$ cat config.mk
export PLATFORM = sky130hd
export DESIGN_NAME = aes_ctrl
export DESIGN_NICKNAME = d
export VERILOG_FILES = /design/src/sv/aes_pkg.sv /design/src/sv/aes_ctrl.sv
export SDC_FILE = /design/constraint.sdc
export NUM_CORES = 1
export LEC_CHECK = 0
export ABC_AREA = 1
export BUFFER_PORTS_ARGS = -buffer_cell sky130_fd_sc_hd__buf_4
export CAP_MARGIN = 20
export CORE_AREA = 4 4 41 43
export CTS_CLUSTER_DIAMETER = 80
export DETAILED_ROUTE_END_ITERATION = 12
export DIE_AREA = 0 0 45 47
export GPL_ROUTABILITY_DRIVEN = 0
export GPL_TIMING_DRIVEN = 1
export MAX_ROUTING_LAYER = met4
export PLACE_DENSITY = 0.67
export SLEW_MARGIN = 40
export SYNTH_ARGS = -nofsm -noshare
export SYNTH_HDL_FRONTEND = slang
export SYNTH_SLANG_ARGS = --single-unit
$ cat constraint.sdc
create_clock -name clk -period 1.76 [get_ports clk]
set_input_delay 0.088 -clock clk [delete_from_list [all_inputs] [get_ports clk]]
set_output_delay 0.088 -clock clk [all_outputs]
set_load 0.01 [all_outputs]
$ cat src/sv/aes_pkg.sv
// ----------------------------------------------------------------------------
// aes_pkg
// Shared types, constants, substitution tables and byte-level helpers for
// the AES-128 block unit.
// ----------------------------------------------------------------------------
`default_nettype none

package aes_pkg;

  localparam logic [3:0] AES_ROUNDS = 4'd10;
  localparam int         CFG_IDX_W  = 2;
  localparam int         CFG_DATA_W = 64;

  localparam logic [CFG_IDX_W-1:0] CFG_KEY_HIGH   = 2'd0;
  localparam logic [CFG_IDX_W-1:0] CFG_KEY_LOW    = 2'd1;
  localparam logic [CFG_IDX_W-1:0] CFG_CHAIN_MODE = 2'd2;

  localparam logic [7:0] RCON_FIRST = 8'h01;
  localparam logic [7:0] GF_POLY    = 8'h1b;

  typedef enum logic [1:0] {
    ST_KEY,
    ST_IDLE,
    ST_RUN
  } ctrl_state_t;

  typedef struct packed {
    logic       ks_init;
    logic       ks_step;
    logic [3:0] ks_idx;
    logic       load;
    logic       round;
    logic [3:0] rnd;
    logic       out_load;
  } dp_cmd_t;

  localparam logic [7:0] SBOX [256] = '{
    8'h63,8'h7C,8'h77,8'h7B,8'hF2,8'h6B,8'h6F,8'hC5,8'h30,8'h01,8'h67,8'h2B,8'hFE,8'hD7,8'hAB,8'h76,
    8'hCA,8'h82,8'hC9,8'h7D,8'hFA,8'h59,8'h47,8'hF0,8'hAD,8'hD4,8'hA2,8'hAF,8'h9C,8'hA4,8'h72,8'hC0,
    8'hB7,8'hFD,8'h93,8'h26,8'h36,8'h3F,8'hF7,8'hCC,8'h34,8'hA5,8'hE5,8'hF1,8'h71,8'hD8,8'h31,8'h15,
    8'h04,8'hC7,8'h23,8'hC3,8'h18,8'h96,8'h05,8'h9A,8'h07,8'h12,8'h80,8'hE2,8'hEB,8'h27,8'hB2,8'h75,
    8'h09,8'h83,8'h2C,8'h1A,8'h1B,8'h6E,8'h5A,8'hA0,8'h52,8'h3B,8'hD6,8'hB3,8'h29,8'hE3,8'h2F,8'h84,
    8'h53,8'hD1,8'h00,8'hED,8'h20,8'hFC,8'hB1,8'h5B,8'h6A,8'hCB,8'hBE,8'h39,8'h4A,8'h4C,8'h58,8'hCF,
    8'hD0,8'hEF,8'hAA,8'hFB,8'h43,8'h4D,8'h33,8'h85,8'h45,8'hF9,8'h02,8'h7F,8'h50,8'h3C,8'h9F,8'hA8,
    8'h51,8'hA3,8'h40,8'h8F,8'h92,8'h9D,8'h38,8'hF5,8'hBC,8'hB6,8'hDA,8'h21,8'h10,8'hFF,8'hF3,8'hD2,
    8'hCD,8'h0C,8'h13,8'hEC,8'h5F,8'h97,8'h44,8'h17,8'hC4,8'hA7,8'h7E,8'h3D,8'h64,8'h5D,8'h19,8'h73,
    8'h60,8'h81,8'h4F,8'hDC,8'h22,8'h2A,8'h90,8'h88,8'h46,8'hEE,8'hB8,8'h14,8'hDE,8'h5E,8'h0B,8'hDB,
    8'hE0,8'h32,8'h3A,8'h0A,8'h49,8'h06,8'h24,8'h5C,8'hC2,8'hD3,8'hAC,8'h62,8'h91,8'h95,8'hE4,8'h79,
    8'hE7,8'hC8,8'h37,8'h6D,8'h8D,8'hD5,8'h4E,8'hA9,8'h6C,8'h56,8'hF4,8'hEA,8'h65,8'h7A,8'hAE,8'h08,
    8'hBA,8'h78,8'h25,8'h2E,8'h1C,8'hA6,8'hB4,8'hC6,8'hE8,8'hDD,8'h74,8'h1F,8'h4B,8'hBD,8'h8B,8'h8A,
    8'h70,8'h3E,8'hB5,8'h66,8'h48,8'h03,8'hF6,8'h0E,8'h61,8'h35,8'h57,8'hB9,8'h86,8'hC1,8'h1D,8'h9E,
    8'hE1,8'hF8,8'h98,8'h11,8'h69,8'hD9,8'h8E,8'h94,8'h9B,8'h1E,8'h87,8'hE9,8'hCE,8'h55,8'h28,8'hDF,
    8'h8C,8'hA1,8'h89,8'h0D,8'hBF,8'hE6,8'h42,8'h68,8'h41,8'h99,8'h2D,8'h0F,8'hB0,8'h54,8'hBB,8'h16};

  localparam logic [7:0] INV_SBOX [256] = '{
    8'h52,8'h09,8'h6A,8'hD5,8'h30,8'h36,8'hA5,8'h38,8'hBF,8'h40,8'hA3,8'h9E,8'h81,8'hF3,8'hD7,8'hFB,
    8'h7C,8'hE3,8'h39,8'h82,8'h9B,8'h2F,8'hFF,8'h87,8'h34,8'h8E,8'h43,8'h44,8'hC4,8'hDE,8'hE9,8'hCB,
    8'h54,8'h7B,8'h94,8'h32,8'hA6,8'hC2,8'h23,8'h3D,8'hEE,8'h4C,8'h95,8'h0B,8'h42,8'hFA,8'hC3,8'h4E,
    8'h08,8'h2E,8'hA1,8'h66,8'h28,8'hD9,8'h24,8'hB2,8'h76,8'h5B,8'hA2,8'h49,8'h6D,8'h8B,8'hD1,8'h25,
    8'h72,8'hF8,8'hF6,8'h64,8'h86,8'h68,8'h98,8'h16,8'hD4,8'hA4,8'h5C,8'hCC,8'h5D,8'h65,8'hB6,8'h92,
    8'h6C,8'h70,8'h48,8'h50,8'hFD,8'hED,8'hB9,8'hDA,8'h5E,8'h15,8'h46,8'h57,8'hA7,8'h8D,8'h9D,8'h84,
    8'h90,8'hD8,8'hAB,8'h00,8'h8C,8'hBC,8'hD3,8'h0A,8'hF7,8'hE4,8'h58,8'h05,8'hB8,8'hB3,8'h45,8'h06,
    8'hD0,8'h2C,8'h1E,8'h8F,8'hCA,8'h3F,8'h0F,8'h02,8'hC1,8'hAF,8'hBD,8'h03,8'h01,8'h13,8'h8A,8'h6B,
    8'h3A,8'h91,8'h11,8'h41,8'h4F,8'h67,8'hDC,8'hEA,8'h97,8'hF2,8'hCF,8'hCE,8'hF0,8'hB4,8'hE6,8'h73,
    8'h96,8'hAC,8'h74,8'h22,8'hE7,8'hAD,8'h35,8'h85,8'hE2,8'hF9,8'h37,8'hE8,8'h1C,8'h75,8'hDF,8'h6E,
    8'h47,8'hF1,8'h1A,8'h71,8'h1D,8'h29,8'hC5,8'h89,8'h6F,8'hB7,8'h62,8'h0E,8'hAA,8'h18,8'hBE,8'h1B,
    8'hFC,8'h56,8'h3E,8'h4B,8'hC6,8'hD2,8'h79,8'h20,8'h9A,8'hDB,8'hC0,8'hFE,8'h78,8'hCD,8'h5A,8'hF4,
    8'h1F,8'hDD,8'hA8,8'h33,8'h88,8'h07,8'hC7,8'h31,8'hB1,8'h12,8'h10,8'h59,8'h27,8'h80,8'hEC,8'h5F,
    8'h60,8'h51,8'h7F,8'hA9,8'h19,8'hB5,8'h4A,8'h0D,8'h2D,8'hE5,8'h7A,8'h9F,8'h93,8'hC9,8'h9C,8'hEF,
    8'hA0,8'hE0,8'h3B,8'h4D,8'hAE,8'h2A,8'hF5,8'hB0,8'hC8,8'hEB,8'hBB,8'h3C,8'h83,8'h53,8'h99,8'h61,
    8'h17,8'h2B,8'h04,8'h7E,8'hBA,8'h77,8'hD6,8'h26,8'hE1,8'h69,8'h14,8'h63,8'h55,8'h21,8'h0C,8'h7D};

  function automatic logic [7:0] xtime(input logic [7:0] b);
    return {b[6:0], 1'b0} ^ (b[7] ? GF_POLY : 8'h00);
  endfunction

  function automatic logic [31:0] sub_word(input logic [31:0] w);
    return {SBOX[w[31:24]], SBOX[w[23:16]], SBOX[w[15:8]], SBOX[w[7:0]]};
  endfunction

  function automatic logic [31:0] mix_col(input logic [31:0] w);
    logic [7:0] a0, a1, a2, a3;
    a0 = w[31:24];
    a1 = w[23:16];
    a2 = w[15:8];
    a3 = w[7:0];
    return {xtime(a0) ^ xtime(a1) ^ a1 ^ a2 ^ a3,
            a0 ^ xtime(a1) ^ xtime(a2) ^ a2 ^ a3,
            a0 ^ a1 ^ xtime(a2) ^ xtime(a3) ^ a3,
            xtime(a0) ^ a0 ^ a1 ^ a2 ^ xtime(a3)};
  endfunction

  function automatic logic [31:0] inv_mix_col(input logic [31:0] w);
    logic [7:0] a [4];
    logic [7:0] m2 [4];
    logic [7:0] m4 [4];
    logic [7:0] m8 [4];
    logic [7:0] m9 [4];
    logic [7:0] mb [4];
    logic [7:0] md [4];
    logic [7:0] me [4];
    for (int j = 0; j < 4; j++) begin
      a[j]  = w[31-8*j -: 8];
      m2[j] = xtime(a[j]);
      m4[j] = xtime(m2[j]);
      m8[j] = xtime(m4[j]);
      m9[j] = m8[j] ^ a[j];
      mb[j] = m8[j] ^ m2[j] ^ a[j];
      md[j] = m8[j] ^ m4[j] ^ a[j];
      me[j] = m8[j] ^ m4[j] ^ m2[j];
    end
    return {me[0] ^ mb[1] ^ md[2] ^ m9[3],
            m9[0] ^ me[1] ^ mb[2] ^ md[3],
            md[0] ^ m9[1] ^ me[2] ^ mb[3],
            mb[0] ^ md[1] ^ m9[2] ^ me[3]};
  endfunction

endpackage

`default_nettype wire

$ cat src/sv/aes_ctrl.sv
// ----------------------------------------------------------------------------
// aes_ctrl
// Controller: key schedule sequencing, round counting, handshakes.
// ----------------------------------------------------------------------------
`default_nettype none

module aes_ctrl (
  input  wire logic             clk,
  input  wire logic             rst,
  input  wire logic             key_wr,
  input  wire logic             in_valid,
  output logic                  in_ready,
  input  wire logic             out_ready,
  output logic                  out_valid,
  output aes_pkg::dp_cmd_t      cmd
);

  aes_pkg::ctrl_state_t state, state_next;
  logic [3:0] cnt;
  logic       out_free;
  logic       accept;

  assign out_free = !out_valid || out_ready;

  always_comb begin
    state_next = state;
    case (state)
      aes_pkg::ST_KEY:  if (cnt == aes_pkg::AES_ROUNDS) state_next = aes_pkg::ST_IDLE;
      aes_pkg::ST_IDLE: if (in_valid) state_next = aes_pkg::ST_RUN;
      aes_pkg::ST_RUN:  if (cnt == aes_pkg::AES_ROUNDS && out_free) begin
        state_next = aes_pkg::ST_IDLE;
      end
      default: state_next = aes_pkg::ST_KEY;
    endcase
    if (key_wr) begin
      state_next = aes_pkg::ST_KEY;
    end
  end

  always_comb begin
    in_ready     = (state == aes_pkg::ST_IDLE) && !key_wr;
    accept       = in_ready && in_valid;
    cmd          = '0;
    cmd.ks_init  = (state == aes_pkg::ST_KEY) && (cnt == 4'd0);
    cmd.ks_step  = (state == aes_pkg::ST_KEY) && (cnt != 4'd0);
    cmd.ks_idx   = cnt;
    cmd.load     = accept;
    cmd.rnd      = cnt;
    cmd.round    = (state == aes_pkg::ST_RUN) &&
                   ((cnt != aes_pkg::AES_ROUNDS) || out_free);
    cmd.out_load = (state == aes_pkg::ST_RUN) &&
                   (cnt == aes_pkg::AES_ROUNDS) && out_free;
  end

  always_ff @(posedge clk) begin
    if (rst) begin
      state     <= aes_pkg::ST_KEY;
      cnt       <= 4'd0;
      out_valid <= 1'b0;
    end else begin
      state <= state_next;
      if (key_wr) begin
        cnt <= 4'd0;
      end else begin
        case (state)
          aes_pkg::ST_KEY:  cnt <= (cnt == aes_pkg::AES_ROUNDS) ? 4'd0 : cnt + 4'd1;
          aes_pkg::ST_IDLE: if (accept) cnt <= 4'd1;
          aes_pkg::ST_RUN:  if (cnt != aes_pkg::AES_ROUNDS) cnt <= cnt + 4'd1;
          default:          cnt <= 4'd0;
        endcase
      end
      if (cmd.out_load) begin
        out_valid <= 1'b1;
      end else if (out_ready) begin
        out_valid <= 1'b0;
      end
    end
  end

endmodule

`default_nettype wire

==> results.json, run 1 <==
{
  "outcome": "finished clean",
  "yosysWarnings": 0,
  "power_leakage_nw": 0.373,
  "vias_per_cell": 4.43,
  "max_stage_delay_ns": 0.45,
  "cp-endpoint": "cmd[0]",
  "grt_pass1_wl_mm": 2.03,
  "r2r-end": "cnt[2]",
  "p_int_mw": 0.273,
  "cts.sinks": 7,
  "arrival_ns": 1.50,
  "crit_type": "register to primary output",
  "drc_errors": 0,
  "ioPinCount": 20,
  "path_clk_slew_ns": 0.05,
  "skew_ns": 0.000760,
  "vias": 541,
  "ir_worst_vdd_mv": 0.337,
  "p_total_mw": 0.361,
  "yosysSeqAreaShare_pct": 26.1,
  "dp_hpwl_mm": 1.01,
  "cts_max_level": 1,
  "n_fill_cell": 144,
  "grt_use_total_pct": 13.9,
  "clockBufferDepth": 2,
  "p_seq_share_pct": 45.5,
  "die_w_um": 45,
  "critPathRequiredTime_ns": 1.67,
  "place_inst": 117,
  "timing.slew.headroom_pct": 81.3,
  "crit_chain": "inv_1, ha_1, nand2_1, nor2_2, nand2_2, nor2_1, buf_4",
  "ys_seq_elements": 7,
  "synth_nets": 95,
  "p_clk_share_pct": 40.8,
  "clk_latency_ns": 0.25,
  "die_h_um": 47,
  "fin_crit_sh_pct": 90.1,
  "yosysTopAreaCell": "dfxtp_1",
  "overflow": 0,
  "max_freq_mhz": 631,
  "ys_top_cells_by_area": "dfxtp_1, nand2_1, inv_1",
  "layout_common_cells": "nand2_1, buf_4, inv_1",
  "synth_area_um2": 537,
  "crit_path_end_kind": "primary output",
  "syn_avg_cell_area_um2": 6.17,
  "cts_root_buffer": "clkbuf_4",
  "die_area_um2": 2120,
  "slowest_stage": "dfxtp_1",
  "timing.setup.tns_ns": 0,
  "final_common_cell": "nand2_1",
  "initial_core_util_pct": 41.3,
  "power.density_nw_per_um2": 511,
  "instances_no_fill": 122,
  "io_buffers": 19,
  "syn-instance-count": 87,
  "switching_share_pct": 24.4,
  "cts_buffers": 3,
  "drt-pass1-iter-count": 2,
  "yosysUniqueCellTypes": 19,
  "p_comb_share_pct": 13.6,
  "crit_path_start_kind": "register",
  "hp-class": "input pin to register",
  "drv_slew": 0,
  "switchingPower_mw": 0.0882,
  "reg2regPathDepth": 9,
  "crit_fanout": 7,
  "drive_gt1_share_pct": 32.7,
  "timing_hold_violations_final": 0,
  "grt_max_degree": 8,
  "crit_path_start": "cnt[0]",
  "rsz0062_at_grt": "no",
  "r2r_slack_ns": 0.29,
  "wl_per_cell_um": 10.0,
  "antenna_left": 0,
  "antenna_found_initial": 0,
  "cap_violations": 0,
  "core_um2": 1300,
  "worst_slew_pin_slew_ns": 0.280,
  "totalWireLength_mm": 1.22,
  "rows": 13,
  "period_minus_slack_ns": 1.59,
  "syn_to_final_growth_pct": 31.7,
  "r2r_start": "cnt[0]",
  "nNetsFinal": 116,
  "grt_pass1_vias": 479,
  "postCtsSetupBuffers": 0,
  "setup_viol": 0,
  "detail_route.iter0.violations": 6,
  "pre_cts_ws_ns": 0.342,
  "cts_tree": "built",
  "diodes": 0,
  "fin_ws_ns": 0.174,
  "yosysTopAreaCellShare_pct": 26.1
}
worst min-delay path by stage:
| stage | startpoint | end | slack, ns | depth (start not counted) |
|---|---|---|---|---|
| finish | in_valid | state[1] | 0.14 | 3 |
| CTS | in_valid | state[1] | 0.14 | 3 |
| detailed placement | rst | out_valid | 0.27 | 2 |
| global route | in_valid | state[1] | 0.15 | 3 |
| global placement | rst | out_valid | 0.27 | 2 |
| floorplan | rst | out_valid | 0.16 | 1 |
layout make-up:
cell class | instances | area (µm²) | area share (%)
timing repair buffer | 21 | 160 | 22.7
sequential | 7 | 140 | 19.8
multi-input combinational | 57 | 292 | 41.2
inverter | 18 | 70.1 | 9.91
clock buffer | 4 | 26.3 | 3.72
tap | 15 | 18.8 | 2.65
metrics by stage:
| step | utilization [%] | hold WS, ns | instance area, µm² |
|---|---|---|---|
| floorplan | - | 0.157 | 537 |
| global placement | 51.3 | 0.267 | 668 |
| detailed placement | 51.3 | 0.266 | 668 |
| CTS | 54.1 | 0.141 | 704 |
| global route | 54.3 | 0.146 | 707 |
| finish | 54.3 | 0.138 | 707 |
flip-flops by register name, summed over array words and instances (netlist names):
signal     count
out_valid      1
cnt            4
state          2
critical path: cells and delay by family, from the launching register on:
kind	cells	cell delay, ns
flip-flops	1	0.45
buffers and inverters	2	0.28
AND/OR/NAND/NOR	4	0.27
adder cells (fa/ha/maj)	1	0.23
kinds of logic (layout without fill, tap and decap cells):
kind of cell,after synthesis,after routing,synth area share (%)
and+or+nand+nor,44,44,36.6
buffers and inverters,23,43,20.0
AOI/OAI and AO/OA,10,10,10.3
DFF,7,7,26.1
adders and majority gates,3,3,6.99
power by group through the flow:
| stage | Clock [mW] | Sequential [mW] | Combinational, mW |
|---|---|---|---|
| 6_report | 0.148 | 0.164 | 0.0492 |
| 5_1_grt | 0.168 | 0.164 | 0.0544 |
| 4_1_cts | 0.150 | 0.164 | 0.0495 |
| 3_5_place_dp | 0 | 0.167 | 0.0475 |
| 3_3_place_gp | 0 | 0.167 | 0.0475 |
| 2_1_floorplan | 0 | 0.169 | 0.0227 |
layer usage:
layer,GRT usage [%],part of all wire (%),vias to the layer above
li1,-,-,301
met4,10.5,3.3,0
met3,2.68,5.6,5
met1,19.5,50,222
met5,-,0,-
met2,16.9,41,13
Yosys cell counts, drive strengths merged:
cell type	instances
nand2	25
nand3	4
buf	5
nor3	1
dfxtp	7
a31oi	1
inv	18
o21ai	4
a21oi	5
nand4	1
nor2	13
ha	3
timing repair:
item                                   in CTS  in global routing
gates resized for setup                     0                  1
hold buffers                                1                  0
setup endpoints to repair                   0                  1
endpoints found under the hold margin       1                  0
(Power assumes the default switching activity.)
==> run 2: changes to the inputs <==
- CORE_AREA: 4 4 41 43 -> not set
- CORE_MARGIN: not set -> 4
- CORE_UTILIZATION: not set -> 41
- DIE_AREA: 0 0 45 47 -> not set
- PLACE_DENSITY: 0.67 -> 0.71
- clock period: 1.76 -> 1.3 ns (I/O delays scaled with it)
==> results.json, run 2 (same netlist as run 1, synthesis figures left out) <==
{
  "arrival_ns": 1.47,
  "cts_root_buffer": "clkbuf_4",
  "io_buffers": 19,
  "timing.slew.headroom_pct": 82.6,
  "p_total_mw": 0.513,
  "crit_path_start_kind": "register",
  "outcome": "finished clean",
  "worst_slew_pin_slew_ns": 0.259,
  "largest_reg_flops": 4,
  "timing_hold_violations_final": 0,
  "timing.setup.tns_ns": 0,
  "grt_pass1_wl_mm": 2.26,
  "fin_crit_sh_pct": 98.7,
  "cts_buffers": 3,
  "rsz0062_at_grt": "yes",
  "max_freq_mhz": 779,
  "nNetsFinal": 123,
  "antenna_found_initial": 0,
  "cts_max_level": 1,
  "period_minus_slack_ns": 1.28,
  "crit_path_end_kind": "register",
  "slowest_stage": "dfxtp_2",
  "syn_to_final_growth_pct": 55.9,
  "cap_violations": 0,
  "drc_errors": 0,
  "die_h_um": 44.2,
  "critPathRequiredTime_ns": 1.48,
  "largest-register": "cnt",
  "ioPinCount": 20,
  "cts_tree": "built",
  "instances_no_fill": 128,
  "drive_gt1_share_pct": 50.0,
  "max_stage_delay_ns": 0.32,
  "crit_chain": "inv_2, ha_4, nand2_4, nor2_4, nand2_2, buf_6, nand2_8, inv_6, nand2_2, nand2_1, nor2_1",
  "hold-path-cell-count": 4,
  "ir_worst_vdd_mv": 0.460,
  "drv_slew": 0,
  "path_clk_slew_ns": 0.05,
  "reg2regPathDepth": 11,
  "core_um2": 1170,
  "drt-pass1-iter-count": 4,
  "skew_ns": 0.000670,
  "hp-class": "input pin to register",
  "place_inst": 120,
  "layout_common_cells": "buf_4, nand2_1, inv_1",
  "grt_max_degree": 7,
  "pre_cts_ws_ns": 0.0566,
  "seqCellArea_um2": 144,
  "overflow": 0,
  "cts.sinks": 7,
  "crit_path_start": "cnt[0]",
  "dp_hpwl_mm": 1.02,
  "r2r_start": "cnt[0]",
  "vias": 621,
  "fin_ws_ns": 0.0164,
  "power_leakage_nw": 0.432,
  "diodes": 0,
  "hp-start": "key_wr",
  "setup_viol": 0,
  "detail_route.iter0.violations": 17,
  "final_common_cell": "buf_4",
  "totalWireLength_mm": 1.45,
  "power.density_nw_per_um2": 613,
  "cpMostUsedCell": "nand2_2",
  "multi_input_area_um2": 357,
  "grt_pass1_vias": 533,
  "crit_type": "register to register",
  "clockBufferDepth": 2,
  "die_area_um2": 1950,
  "n_fill_cell": 92,
  "rows": 12,
  "wl_per_cell_um": 11.3,
  "antenna_left": 0,
  "worst_hold_slack_ns": 0.115,
  "vias_per_cell": 4.85,
  "initial_core_util_pct": 45.8,
  "die_w_um": 44.2,
  "largest_registers": "cnt (4), state (2), out_valid (1)",
  "crit_fanout": 5,
  "grt_use_total_pct": 16.4,
  "clk_latency_ns": 0.25
}
run 2: routing by layer:
layer  up-vias  track usage (%)  share of wire, %
met2        38             24.4                45
li1        319                -                 -
met1       259             20.8                44
met3         5             2.85               8.9
met4         0             9.04               2.1
met5         -                -                 0
run 2: metrics by stage:
step | utilization (%) | instance area [µm²]
floorplan | - | 538
global placement | 59.6 | 698
detailed placement | 59.6 | 698
CTS | 67.8 | 795
global route | 71.5 | 837
finish | 71.5 | 837
run 2: what timing repair did:
action,in CTS,in global routing
cloned,0,0
setup endpoints to repair,4,10
resized for setup,10,14
buffers inserted,3,0
endpoints found under the hold margin,1,0
pin swaps,4,9
hold buffers,1,0
run 2: cell type report:
type,count,area share (%)
multi-input cells,57,42.6
repair buffers,28,26.3
flip-flops and latches,7,17.2
inverters,18,8.67
clock buffers,4,3.14
well taps,14,2.09
run 2: path summary, 6_finish.rpt:
check | to | slack (ns)
worst max-delay path | cnt[1] | 0.02
worst min-delay path | cnt[2] | 0.12
worst max register to register | cnt[1] | 0.02
worst min register to register | out_valid | 0.61
run 2: report_power, final:
part           total, mW  switching, mW  internal (mW)  leakage (nW)
registers          0.221        0.00257          0.218        0.0580
logic             0.0889         0.0428         0.0461         0.359
clock network      0.203         0.0856          0.117        0.0150
run 2: worst max-delay path, delay by kind of cell, from the launching register on:
family	cells	cell delay, ns
adders and majority gates	1	0.15
buffers and inverters	3	0.24
DFF	1	0.32
and+or+nand+nor	7	0.49
==> run 3: changes to the inputs <==
- BUFFER_PORTS_ARGS: -buffer_cell sky130_fd_sc_hd__buf_4 -> -buffer_cell sky130_fd_sc_hd__buf_2
- CORE_AREA: not set -> 4 4 41 43
- CORE_MARGIN: 4 -> not set
- CORE_UTILIZATION: 41 -> not set
- CTS_BUF_LIST: not set -> sky130_fd_sc_hd__clkbuf_4 sky130_fd_sc_hd__clkbuf_8
- DIE_AREA: not set -> 0 0 45 47
- PLACE_DENSITY: 0.71 -> 0.7
==> results.json, run 3 (same netlist as run 1, synthesis figures left out) <==
{
  "cap_violations": 0,
  "dp_hpwl_mm": 1.01,
  "timing.slew.headroom_pct": 78.5,
  "drc_errors": 0,
  "crit_path_start_kind": "register",
  "n_fill_cell": 118,
  "overflow": 0,
  "skew_ns": 0.000216,
  "syn_to_final_growth_pct": 50.1,
  "min_to": "state[1]",
  "wl_per_cell_um": 12.8,
  "cts_root_buffer": "clkbuf_4",
  "grt_pass1_vias": 492,
  "nNetsFinal": 122,
  "r2r_start": "cnt[0]",
  "drv_slew": 0,
  "cts_max_level": 1,
  "cts.sinks": 7,
  "ioPinCount": 20,
  "period_minus_slack_ns": 1.37,
  "timing_hold_violations_final": 0,
  "cpLargestDelayFamily": "simple AND/OR/NAND/NOR gates",
  "io_buffers": 19,
  "clockBufferDepth": 2,
  "max_stage_delay_ns": 0.33,
  "cpMostUsedCell": "nand2_2",
  "drt-pass1-iter-count": 4,
  "cts_buffers": 3,
  "final_util_pct": 61.9,
  "crit_fanout": 3,
  "timing.setup.tns_ns": -0.0854,
  "power_leakage_nw": 0.433,
  "path_buf_inv": 2,
  "arrival_ns": 1.55,
  "die_w_um": 45,
  "detail_route.iter0.violations": 14,
  "slowest_stage": "dfxtp_2",
  "grt_use_total_pct": 14.7,
  "core_um2": 1300,
  "antenna_left": 0,
  "grt_max_degree": 8,
  "largest_registers": "cnt (4), state (2), out_valid (1)",
  "drive_gt1_share_pct": 54.0,
  "crit_cells": 10,
  "grt_pass1_wl_mm": 2.08,
  "max_freq_mhz": 731,
  "largest-register": "cnt",
  "r2r_slack_ns": -0.07,
  "crit_type": "register to register",
  "violations": "negative setup slack",
  "hp-class": "input pin to register",
  "setup_viol": 2,
  "rows": 13,
  "hp-start": "in_valid",
  "fin_ws_ns": -0.0681,
  "path_clk_slew_ns": 0.05,
  "antenna_found_initial": 0,
  "ir_worst_vdd_mv": 0.330,
  "layout_common_cells": "buf_2, nand2_1, inv_1",
  "vias": 611,
  "rsz0062_at_grt": "yes",
  "die_h_um": 47,
  "power.density_nw_per_um2": 653,
  "crit_chain": "inv_2, ha_4, buf_4, nand3_1, nand2_1, nand2_2, nand2_1, nand2_2, nand2_2, nor2_2",
  "crit_path_end_kind": "register",
  "vias_per_cell": 4.77,
  "die_area_um2": 2120,
  "worst_hold_slack_ns": 0.120,
  "clk_latency_ns": 0.25,
  "fin_crit_sh_pct": 105,
  "final_common_cell": "buf_2",
  "critPathRequiredTime_ns": 1.49,
  "diodes": 0,
  "hold-path-cell-count": 3,
  "worst_slew_pin_slew_ns": 0.322,
  "cts_tree": "built",
  "largest_reg_flops": 4,
  "r2r-end": "cnt[3]",
  "totalWireLength_mm": 1.64,
  "reg2regPathDepth": 10,
  "initial_core_util_pct": 41.3,
  "outcome": "finished with violations"
}
## run 3: cell count changes in the layout (fill, tap and decap cells not counted), sizes merged
cell	delta
buf	-1
## run 3: timing repair
| item | in CTS | in global routing |
|---|---|---|
| cloned | 0 | 0 |
| setup endpoints to repair | 4 | 10 |
| hold buffers | 1 | 0 |
| setup buffers | 3 | 1 |
| pin swaps | 5 | 8 |
| endpoints found under the hold margin | 1 | 0 |
| resized for setup | 12 | 18 |
## run 3: how the worst max path moves through the flow
| stage | startpoint | end | slack (ns) |
|---|---|---|---|
| finish | cnt[0] | cnt[3] | -0.07 |
| global route | cnt[0] | cnt[3] | -0.18 |
| CTS | cnt[0] | cmd[0] | -0.003 |
| detailed placement | cnt[0] | cnt[3] | 0.04 |
| global placement | cnt[0] | cnt[3] | 0.07 |
| floorplan | cnt[1] | cnt[2] | 0.01 |
## run 3: metal layers
| layer | global-route usage [%] | up-vias | wire [µm] |
|---|---|---|---|
| met3 | 6.90 | 6 | 134 |
| met1 | 15.0 | 265 | 594 |
| met2 | 22.9 | 26 | 856 |
| met4 | 8.77 | 0 | 50 |
| met5 | - | - | 0 |
| li1 | - | 314 | - |
## run 3: per-stage QoR
stage	instances	worst slack, ns	total power, mW	cell area, µm²
finish	128	-0.0681	0.526	806
CTS	127	-0.00331	0.525	741
global route	128	-0.184	0.559	806
floorplan	87	0.0111	0.259	538
global placement	119	0.0749	0.287	637
detailed placement	119	0.0364	0.287	637
## run 3: power by group
part	total, mW	internal (mW)	switching [mW]
clock	0.220	0.138	0.0821
sequential	0.220	0.217	0.00318
combinational	0.0858	0.0418	0.0439
## run 3: worst reg2reg max path, cell delays in order, from the launching register on
cell     delay (ns)
dfxtp_2        0.33
inv_2          0.05
ha_4           0.16
buf_4          0.12
nand3_1        0.10
nand2_1        0.10
nand2_2        0.10
nand2_1        0.08
nand2_2        0.08
nand2_2        0.06
nor2_2         0.13
## run 3: area by class of cell
type / count / area, µm² / share of cell area [%]
multi-input combinational: 57 / 370 / 46.0
timing repair buffer: 27 / 165 / 20.5
sequential: 7 / 146 / 18.2
inverter: 18 / 75.1 / 9.32
clock buffer: 4 / 30.0 / 3.73
tap: 15 / 18.8 / 2.33
